`src/design/pbm_pkg.sv`:
```
// Shared types, constants and helpers of the IPv4 prefix blocklist match unit.
package pbm_pkg;

	localparam int MAX_ENTRIES_DEF = 64;
	localparam int ADDR_W          = 32;
	localparam int PLEN_W          = 6;
	localparam int OP_W            = 2;
	localparam int ENTRY_W         = ADDR_W + PLEN_W;

	localparam logic [PLEN_W-1:0] PLEN_MAX = PLEN_W'(ADDR_W);

	typedef enum logic [OP_W-1:0] {
		OP_CLEAR  = 2'd0,
		OP_ADD    = 2'd1,
		OP_LOOKUP = 2'd2,
		OP_NONE   = 2'd3
	} pbm_op_t;

	typedef enum logic [1:0] {
		ST_IDLE,
		ST_SCAN,
		ST_HOLD
	} pbm_state_t;

	// Commands from the controller to the datapath.
	typedef struct packed {
		logic accept;
		logic scan;
		logic finish;
	} pbm_cmd_t;

	// Status from the datapath to the controller.
	typedef struct packed {
		logic out_free;
		logic is_lookup;
		logic scan_done;
	} pbm_sts_t;

	// Network mask for a prefix length already clipped to at most 32.
	function automatic logic [ADDR_W-1:0] prefix_mask(input logic [PLEN_W-1:0] plen);
		logic [ADDR_W-1:0] mask;
		if (plen == '0) begin
			mask = '0;
		end else begin
			mask = {ADDR_W{1'b1}} << (PLEN_MAX - plen);
		end
		return mask;
	endfunction

endpackage

```
`src/design/pbm_ram.sv`:
```
// Generic single-write, single-read RAM with a registered read port.
module pbm_ram #(
	parameter int WIDTH = 8,
	parameter int DEPTH = 16,
	localparam int AW   = (DEPTH > 1) ? $clog2(DEPTH) : 1
) (
	input  logic             clk,
	input  logic             we,
	input  logic [AW-1:0]    waddr,
	input  logic [WIDTH-1:0] wdata,
	input  logic             re,
	input  logic [AW-1:0]    raddr,
	output logic [WIDTH-1:0] rdata
);

	logic [WIDTH-1:0] mem_q [DEPTH];

	always_ff @(posedge clk) begin
		if (we) begin
			mem_q[waddr] <= wdata;
		end
		if (re) begin
			rdata <= mem_q[raddr];
		end
	end

endmodule

```
`src/design/pbm_datapath.sv`:
```
// Datapath: entry table, entry count, lookup scan and output register.
module pbm_datapath
	import pbm_pkg::*;
#(
	parameter int MAX_ENTRIES = MAX_ENTRIES_DEF,
	localparam int CNT_W      = $clog2(MAX_ENTRIES + 1),
	localparam int IDX_W      = (MAX_ENTRIES > 1) ? $clog2(MAX_ENTRIES) : 1
) (
	input  logic              clk,
	input  logic              arst_n,
	input  pbm_cmd_t          cmd,
	output pbm_sts_t          sts,
	input  logic [OP_W-1:0]   operation,
	input  logic [ADDR_W-1:0] addr,
	input  logic [PLEN_W-1:0] prefix_len,
	output logic              out_valid,
	input  logic              out_stall,
	output logic              blocked,
	output logic              accepted
);

	localparam logic [CNT_W-1:0] CNT_MAX = CNT_W'(MAX_ENTRIES);

	logic [CNT_W-1:0]   count_q;
	logic [CNT_W-1:0]   idx_q;
	logic               rd_valid_q;
	logic               hit_q;
	logic [ADDR_W-1:0]  addr_q;
	logic               out_valid_q;
	logic               blocked_q;
	logic               accepted_q;

	logic               full;
	logic               is_add;
	logic               is_clear;
	logic               wr_en;
	logic               rd_en;
	logic [PLEN_W-1:0]  plen_clip;
	logic [ENTRY_W-1:0] rd_data;
	logic [ADDR_W-1:0]  rd_addr;
	logic [PLEN_W-1:0]  rd_plen;
	logic               match;

	assign full      = (count_q >= CNT_MAX);
	assign is_add    = (operation == OP_ADD);
	assign is_clear  = (operation == OP_CLEAR);
	assign wr_en     = cmd.accept && is_add && !full;
	assign plen_clip = (prefix_len > PLEN_MAX) ? PLEN_MAX : prefix_len;
	assign rd_en     = cmd.scan && (idx_q < count_q);

	assign rd_addr = rd_data[ENTRY_W-1:PLEN_W];
	assign rd_plen = rd_data[PLEN_W-1:0];
	assign match   = rd_valid_q && (((addr_q ^ rd_addr) & prefix_mask(rd_plen)) == '0);

	assign sts.out_free  = !out_valid_q || !out_stall;
	assign sts.is_lookup = (operation == OP_LOOKUP);
	assign sts.scan_done = match || (!rd_valid_q && (idx_q == count_q));

	pbm_ram #(
		.WIDTH (ENTRY_W),
		.DEPTH (MAX_ENTRIES)
	) u_table (
		.clk   (clk),
		.we    (wr_en),
		.waddr (count_q[IDX_W-1:0]),
		.wdata ({addr, plen_clip}),
		.re    (rd_en),
		.raddr (idx_q[IDX_W-1:0]),
		.rdata (rd_data)
	);

	always_ff @(posedge clk or negedge arst_n) begin
		if (!arst_n) begin
			count_q     <= '0;
			idx_q       <= '0;
			rd_valid_q  <= 1'b0;
			hit_q       <= 1'b0;
			out_valid_q <= 1'b0;
		end else begin
			if (cmd.accept && is_clear) begin
				count_q <= '0;
			end else if (wr_en) begin
				count_q <= count_q + 1'b1;
			end

			if (cmd.accept) begin
				idx_q      <= '0;
				rd_valid_q <= 1'b0;
				hit_q      <= 1'b0;
			end else if (cmd.scan) begin
				if (rd_en) begin
					idx_q <= idx_q + 1'b1;
				end
				rd_valid_q <= rd_en;
				if (match) begin
					hit_q <= 1'b1;
				end
			end

			if ((cmd.accept && !sts.is_lookup) || cmd.finish) begin
				out_valid_q <= 1'b1;
			end else if (!out_stall) begin
				out_valid_q <= 1'b0;
			end
		end
	end

	always_ff @(posedge clk) begin
		if (cmd.accept) begin
			addr_q <= addr;
		end
		if (cmd.accept && !sts.is_lookup) begin
			blocked_q  <= 1'b0;
			accepted_q <= wr_en;
		end else if (cmd.finish) begin
			blocked_q  <= hit_q;
			accepted_q <= 1'b0;
		end
	end

	assign out_valid = out_valid_q;
	assign blocked   = blocked_q;
	assign accepted  = accepted_q;

	a_count_bound: assert property (@(posedge clk) disable iff (!arst_n)
		count_q <= CNT_MAX)
		else $error("entry count above table depth");

	a_count_step: assert property (@(posedge clk) disable iff (!arst_n)
		(count_q != $past(count_q)) |-> (count_q == '0) || (count_q == $past(count_q) + 1'b1))
		else $error("entry count moved by more than one");

	a_full_drop: assert property (@(posedge clk) disable iff (!arst_n)
		(cmd.accept && is_add && full) |=> out_valid_q && !accepted_q && !blocked_q)
		else $error("add on a full table was not dropped");

	a_one_flag: assert property (@(posedge clk) disable iff (!arst_n)
		out_valid_q |-> !(blocked_q && accepted_q))
		else $error("result flags both set");

endmodule

```
`src/design/pbm_ctrl.sv`:
```
// Controller: sequences request intake, the lookup scan and result delivery.
module pbm_ctrl
	import pbm_pkg::*;
(
	input  logic     clk,
	input  logic     arst_n,
	input  logic     in_valid,
	output logic     in_stall,
	input  pbm_sts_t sts,
	output pbm_cmd_t cmd
);

	pbm_state_t state_q;
	pbm_state_t state_d;
	logic       accept;

	assign in_stall = (state_q != ST_IDLE) || !sts.out_free;
	assign accept   = in_valid && !in_stall;

	always_comb begin
		state_d = state_q;
		case (state_q)
			ST_IDLE: begin
				if (accept && sts.is_lookup) begin
					state_d = ST_SCAN;
				end
			end
			ST_SCAN: begin
				if (sts.scan_done) begin
					state_d = ST_HOLD;
				end
			end
			ST_HOLD: begin
				if (sts.out_free) begin
					state_d = ST_IDLE;
				end
			end
			default: state_d = ST_IDLE;
		endcase
	end

	always_comb begin
		cmd = '0;
		case (state_q)
			ST_IDLE: cmd.accept = accept;
			ST_SCAN: cmd.scan   = 1'b1;
			ST_HOLD: cmd.finish = sts.out_free;
			default: cmd = '0;
		endcase
	end

	always_ff @(posedge clk or negedge arst_n) begin
		if (!arst_n) begin
			state_q <= ST_IDLE;
		end else begin
			state_q <= state_d;
		end
	end

	a_scan_after_lookup: assert property (@(posedge clk) disable iff (!arst_n)
		(cmd.accept && sts.is_lookup) |=> (state_q == ST_SCAN))
		else $error("lookup did not start a scan");

	a_no_accept_busy: assert property (@(posedge clk) disable iff (!arst_n)
		(state_q != ST_IDLE) |-> !cmd.accept)
		else $error("request taken while busy");

	a_finish_once: assert property (@(posedge clk) disable iff (!arst_n)
		cmd.finish |=> (state_q == ST_IDLE))
		else $error("lookup result delivered without returning to idle");

endmodule

```
`src/design/ipv4_prefix_blocklist_match_unit.sv`:
```
// Top level of the IPv4 prefix blocklist match unit.
// Each request is a clear, an add, a lookup or a no-op (OP_NONE), and each gives exactly
// one result. Clear and add finish in the cycle they are taken, so one can be taken every
// cycle while the result register drains. A lookup walks the stored entries through the
// table's single read port, one entry per cycle, and stops at the first hit. No new request
// is taken while a lookup scans, nor while its finished result waits on out_stall. The table
// holds MAX_ENTRIES entries; an add to a full table is dropped with accepted low, and a
// prefix length above 32 is stored as 32.
module ipv4_prefix_blocklist_match_unit
	import pbm_pkg::*;
#(
	parameter int MAX_ENTRIES = MAX_ENTRIES_DEF
) (
	input  logic              clk,
	input  logic              arst_n,
	input  logic              in_valid,
	output logic              in_stall,
	input  logic [OP_W-1:0]   operation,
	input  logic [ADDR_W-1:0] addr,
	input  logic [PLEN_W-1:0] prefix_len,
	output logic              out_valid,
	input  logic              out_stall,
	output logic              blocked,
	output logic              accepted
);

	pbm_cmd_t cmd;
	pbm_sts_t sts;

	pbm_ctrl u_ctrl (
		.clk      (clk),
		.arst_n   (arst_n),
		.in_valid (in_valid),
		.in_stall (in_stall),
		.sts      (sts),
		.cmd      (cmd)
	);

	pbm_datapath #(
		.MAX_ENTRIES (MAX_ENTRIES)
	) u_datapath (
		.clk        (clk),
		.arst_n     (arst_n),
		.cmd        (cmd),
		.sts        (sts),
		.operation  (operation),
		.addr       (addr),
		.prefix_len (prefix_len),
		.out_valid  (out_valid),
		.out_stall  (out_stall),
		.blocked    (blocked),
		.accepted   (accepted)
	);

endmodule
```
`config.mk`:
```
export PLATFORM = sky130hd
export DESIGN_NAME = ipv4_prefix_blocklist_match_unit
export DESIGN_NICKNAME = d
export VERILOG_FILES = /design/src/design/pbm_pkg.sv /design/src/design/pbm_ram.sv /design/src/design/pbm_datapath.sv /design/src/design/pbm_ctrl.sv /design/src/design/ipv4_prefix_blocklist_match_unit.sv
export SDC_FILE = /design/constraint.sdc
export NUM_CORES = 2
export LEC_CHECK = 0
export ABC_AREA = 1
export BUFFER_PORTS_ARGS = -buffer_cell sky130_fd_sc_hd__buf_4
export CORE_MARGIN = 2
export CORE_UTILIZATION = 60
export DETAILED_ROUTE_END_ITERATION = 6
export PLACE_DENSITY_LB_ADDON = 0.05
export SLEW_MARGIN = 20
export SYNTH_ARGS = -nofsm -noshare
export SYNTH_HDL_FRONTEND = slang
export SYNTH_SLANG_ARGS = --single-unit
```
`constraint.sdc`:
```
create_clock -name clk -period 7.58 [get_ports clk]
set_input_delay 1.137 -clock clk [delete_from_list [all_inputs] [get_ports clk]]
set_output_delay 1.137 -clock clk [all_outputs]
set_load 0.01 [all_outputs]
```
==> out/summary.txt <==
Crit Reg-Reg Endpoint - u_datapath.u_table.rdata[26]
Syn avg cell area - 14.28 µm²
Dpl hpwl - 145,400 µm
Yosys cell types - 44
Final hold violations - 0
Fillcell total - 11,519
Top cells by area, synth - edfxtp_1 (76%), nor2_1 (5.4%), o32ai_1 (3.3%)
Largest net degree at the start of global routing - 210
DRT antenna net count - 0
Outcome - complete, but fails checks
CTS root buf - clkbuf_16
Post-Syn Area - 99,260 µm²
Global-route wire length before repair - 386,600 µm
Clock Pin Slew Worst Setup and Hold Paths - 60 ps
Relative slew slack - 0.2170
Worst Path Arrival - 4890 ps
Tot Pwr - 33.17 mW
Critical path class - reg2reg
Synthesized Nets - 7,008
WL/cell - 28.72 µm
Post-place setup slack - 2755 ps
Synth async-reset ratio - 0.007531
Setup TNS - 0 ps
Post-synthesis simple-gate area fraction - 0.08917
Post-synth EDFFs - 2,503
Initial antenna violation count - 8
CTS buffer count - 241
List of most frequent post-synthesis cells - edfxtp_1 (2,503), nor2_1 (1,441), o21ai_0 (609)
Drt first-iter violations - 8,753
Compound-cell area share of the yosys netlist - 0.09556
Post CTS Setup Buffer Count - 0
Detail-routed via count per cell - 6.530
Post-route core utilization - 0.6644
Pwr dens - 303.3 nW/µm²
Cell Area, Placed - 101,900 µm²
Core area - 164,600 µm²
Multiplexer share of the synthesized area - 0.02390
Largest family of logic cells by synthesized area - compound AO/OA/AOI/OAI gates
Synth-to-layout area growth - 10.18%
Skew-Pair Late Insertion Delay - 880 ps
Worst Tran Pin Value - 1174 ps
Worst hold-check path type - in2async
Peak VDD IR - 0.2648 mV
Clock sink total - 2,523
Leakage - 34.23 nW
Total die area - 168,700 µm²
Flop2flop setup slack - 3310 ps
Initial Util - 0.6030
Gate Count Post-Synth - 6,951
Core Rows - 149
Critical path launch point type - flop
Reg2reg path depth - 8
Gr ovfl total - 0
Reg-to-Reg Start - u_datapath.idx_q[0]
Yosys reg bits - 2,523
Worst setup EP type - flop
Layout cell share with drive strength beyond 1 - 0.08323
CTS H-Tree Depth - 4
Most frequent cell after synthesis - edfxtp_1
RSZ-0062 raised after global routing - no
Area of the multi-input gates - 21,680 µm²
MaxCap Viol Count - 0
Final Skew - 27.96 ps
Fraction of synthesized cell area in xor and xnor cells - 0.002824
RePlAce Congestion - 0.8965
FF/Latch Area - 75,670 µm²
CP Max Fanout - 136
CTS tree - done
I/O pin count - 48
Fmax - 234.0 MHz
Final setup margin - 3306 ps
Adder-cell share of the synthesized area - 0.001639
Die Y-Extent - 410.7 µm
GR Util All Layers - 0.3138
Vias - 60,525
Final period util - 0.5639
WP data required - 8190 ps
Share of the synthesized area in the top cell type - 0.7572
Yosys warnings - 0
Hold-fix buffers at CTS - 0
Vias in the first global route - 56,341
Post-CTS Resized - 0
CTS Buffer Depth - 3
# setup viols final - 0
Die W - 410.7 µm
Max-slew violations - 0
Failing checks - DRC
Final instance area - 109,400 µm²
Primary FF master, synth - edfxtp_1
Drt first pass iters - 7
IO Port Bufs - 47
Final WL - 266,200 µm
Synth area leader - edfxtp_1
DRC violations left - 8
Sequential area share after synthesis - 0.7622
Minimum clock period after layout - 4274 ps
Final nets - 6,939
==> worst max-delay path by stage <==
stage / startpoint / end / slack (ps) / depth (start not counted)
after floorplan: out_stall / u_datapath.u_table.mem_q[15][0] / 2360 / 9
after global placement: out_stall / u_datapath.u_table.mem_q[53][6] / 2620 / 9
after detailed placement: out_stall / u_datapath.u_table.mem_q[50][17] / 2760 / 9
after CTS: u_datapath.idx_q[0] / u_datapath.u_table.rdata[26] / 3460 / 8
after global routing: u_datapath.idx_q[0] / u_datapath.u_table.rdata[1] / 3210 / 8
final: u_datapath.idx_q[0] / u_datapath.u_table.rdata[26] / 3310 / 8
==> layout make-up <==
class / count / area share
sequential: 2523 / 0.6919
antenna: 3 / 0.00006864
clock buffer: 306 / 0.05863
inverter: 51 / 0.001979
timing repair buffer: 173 / 0.01460
clock inverter: 132 / 0.009564
tap: 2189 / 0.02504
multi-input combinational: 3892 / 0.1982
==> through the flow <==
step | hold WS [ps] | cells
finish | 133.5 | 9269
global route | 119.6 | 9266
CTS | 89.82 | 9266
detailed placement | 517.7 | 8828
global placement | 508.3 | 8822
floorplan | 490.8 | 6951
==> report_power, final <==
group / switching (mW) / internal (mW)
Combinational: 4.27 / 1.69
Sequential: 0.176 / 15.6
Clock: 5.06 / 6.41
==> per-layer routing <==
metal	wire length [µm]	up-vias	global-route usage
li1	-	26344	-
met1	109300	30732	0.4647
met2	125900	3021	0.4889
met3	22930	422	0.04446
met4	7969	6	0.09793
met5	44	-	0
==> cells by family (layout without fill, tap and decap cells) <==
kind of cell | after synthesis | in the layout
AND/OR/NAND/NOR | 2209 | 2209
adder cells (fa/ha/maj) | 13 | 13
AO/OA/AOI/OAI | 1401 | 1401
XOR/XNOR | 32 | 32
other | 0 | 3
multiplexers | 237 | 237
buffers and inverters | 536 | 662
flip-flops | 2523 | 2523
==> sequential cells by signal, summed over array words and instances (netlist names) <==
| register | count |
|---|---|
| u_datapath.u_table.mem_q | 2432 |
| u_datapath.u_table.rdata | 38 |
| u_ctrl.state_q | 2 |
| u_datapath.count_q | 7 |
| u_datapath.blocked | 1 |
| u_datapath.hit_q | 1 |
| u_datapath.rd_valid_q | 1 |
| u_datapath.out_valid | 1 |
| u_datapath.idx_q | 7 |
| u_datapath.addr_q | 32 |
| u_datapath.accepted | 1 |
==> worst max-delay path, cell delays in order, from the launching register on <==
cell	delay [ps]
dfrtp_4	1050
buf_12	560
buf_4	830
mux2i_1	260
o221ai_1	200
o211ai_1	220
nand3_1	250
nand3_1	250
nand3_1	100
==> cells in the final DEF (no fill, tap or decap), types with 2 or more instances in the layout <==
cell / instances
a21oi_1: 99
nor2_2: 2
ha_1: 13
o32ai_1: 371
inv_2: 6
xnor2_1: 3
o21ai_0: 609
nor2_4: 72
o21ai_1: 9
nand2_2: 3
nor3_2: 2
clkinv_8: 3
buf_16: 3
nor4_4: 2
dfrtp_1: 15
o221ai_1: 237
diode_2: 3
mux2i_1: 237
clkbuf_16: 247
bufinv_16: 14
clkinvlp_4: 4
clkinv_4: 2
dfrtp_4: 3
nor2_1: 1373
buf_4: 151
inv_6: 2
clkbuf_1: 58
nor3_1: 5
nand2_1: 393
xor2_1: 29
nand3_1: 352
buf_12: 19
clkinv_1: 65
edfxtp_1: 2503
inv_16: 2
inv_8: 3
o211ai_1: 67
clkinv_2: 41
inv_1: 39
Power figures use the tool's default switching activity.
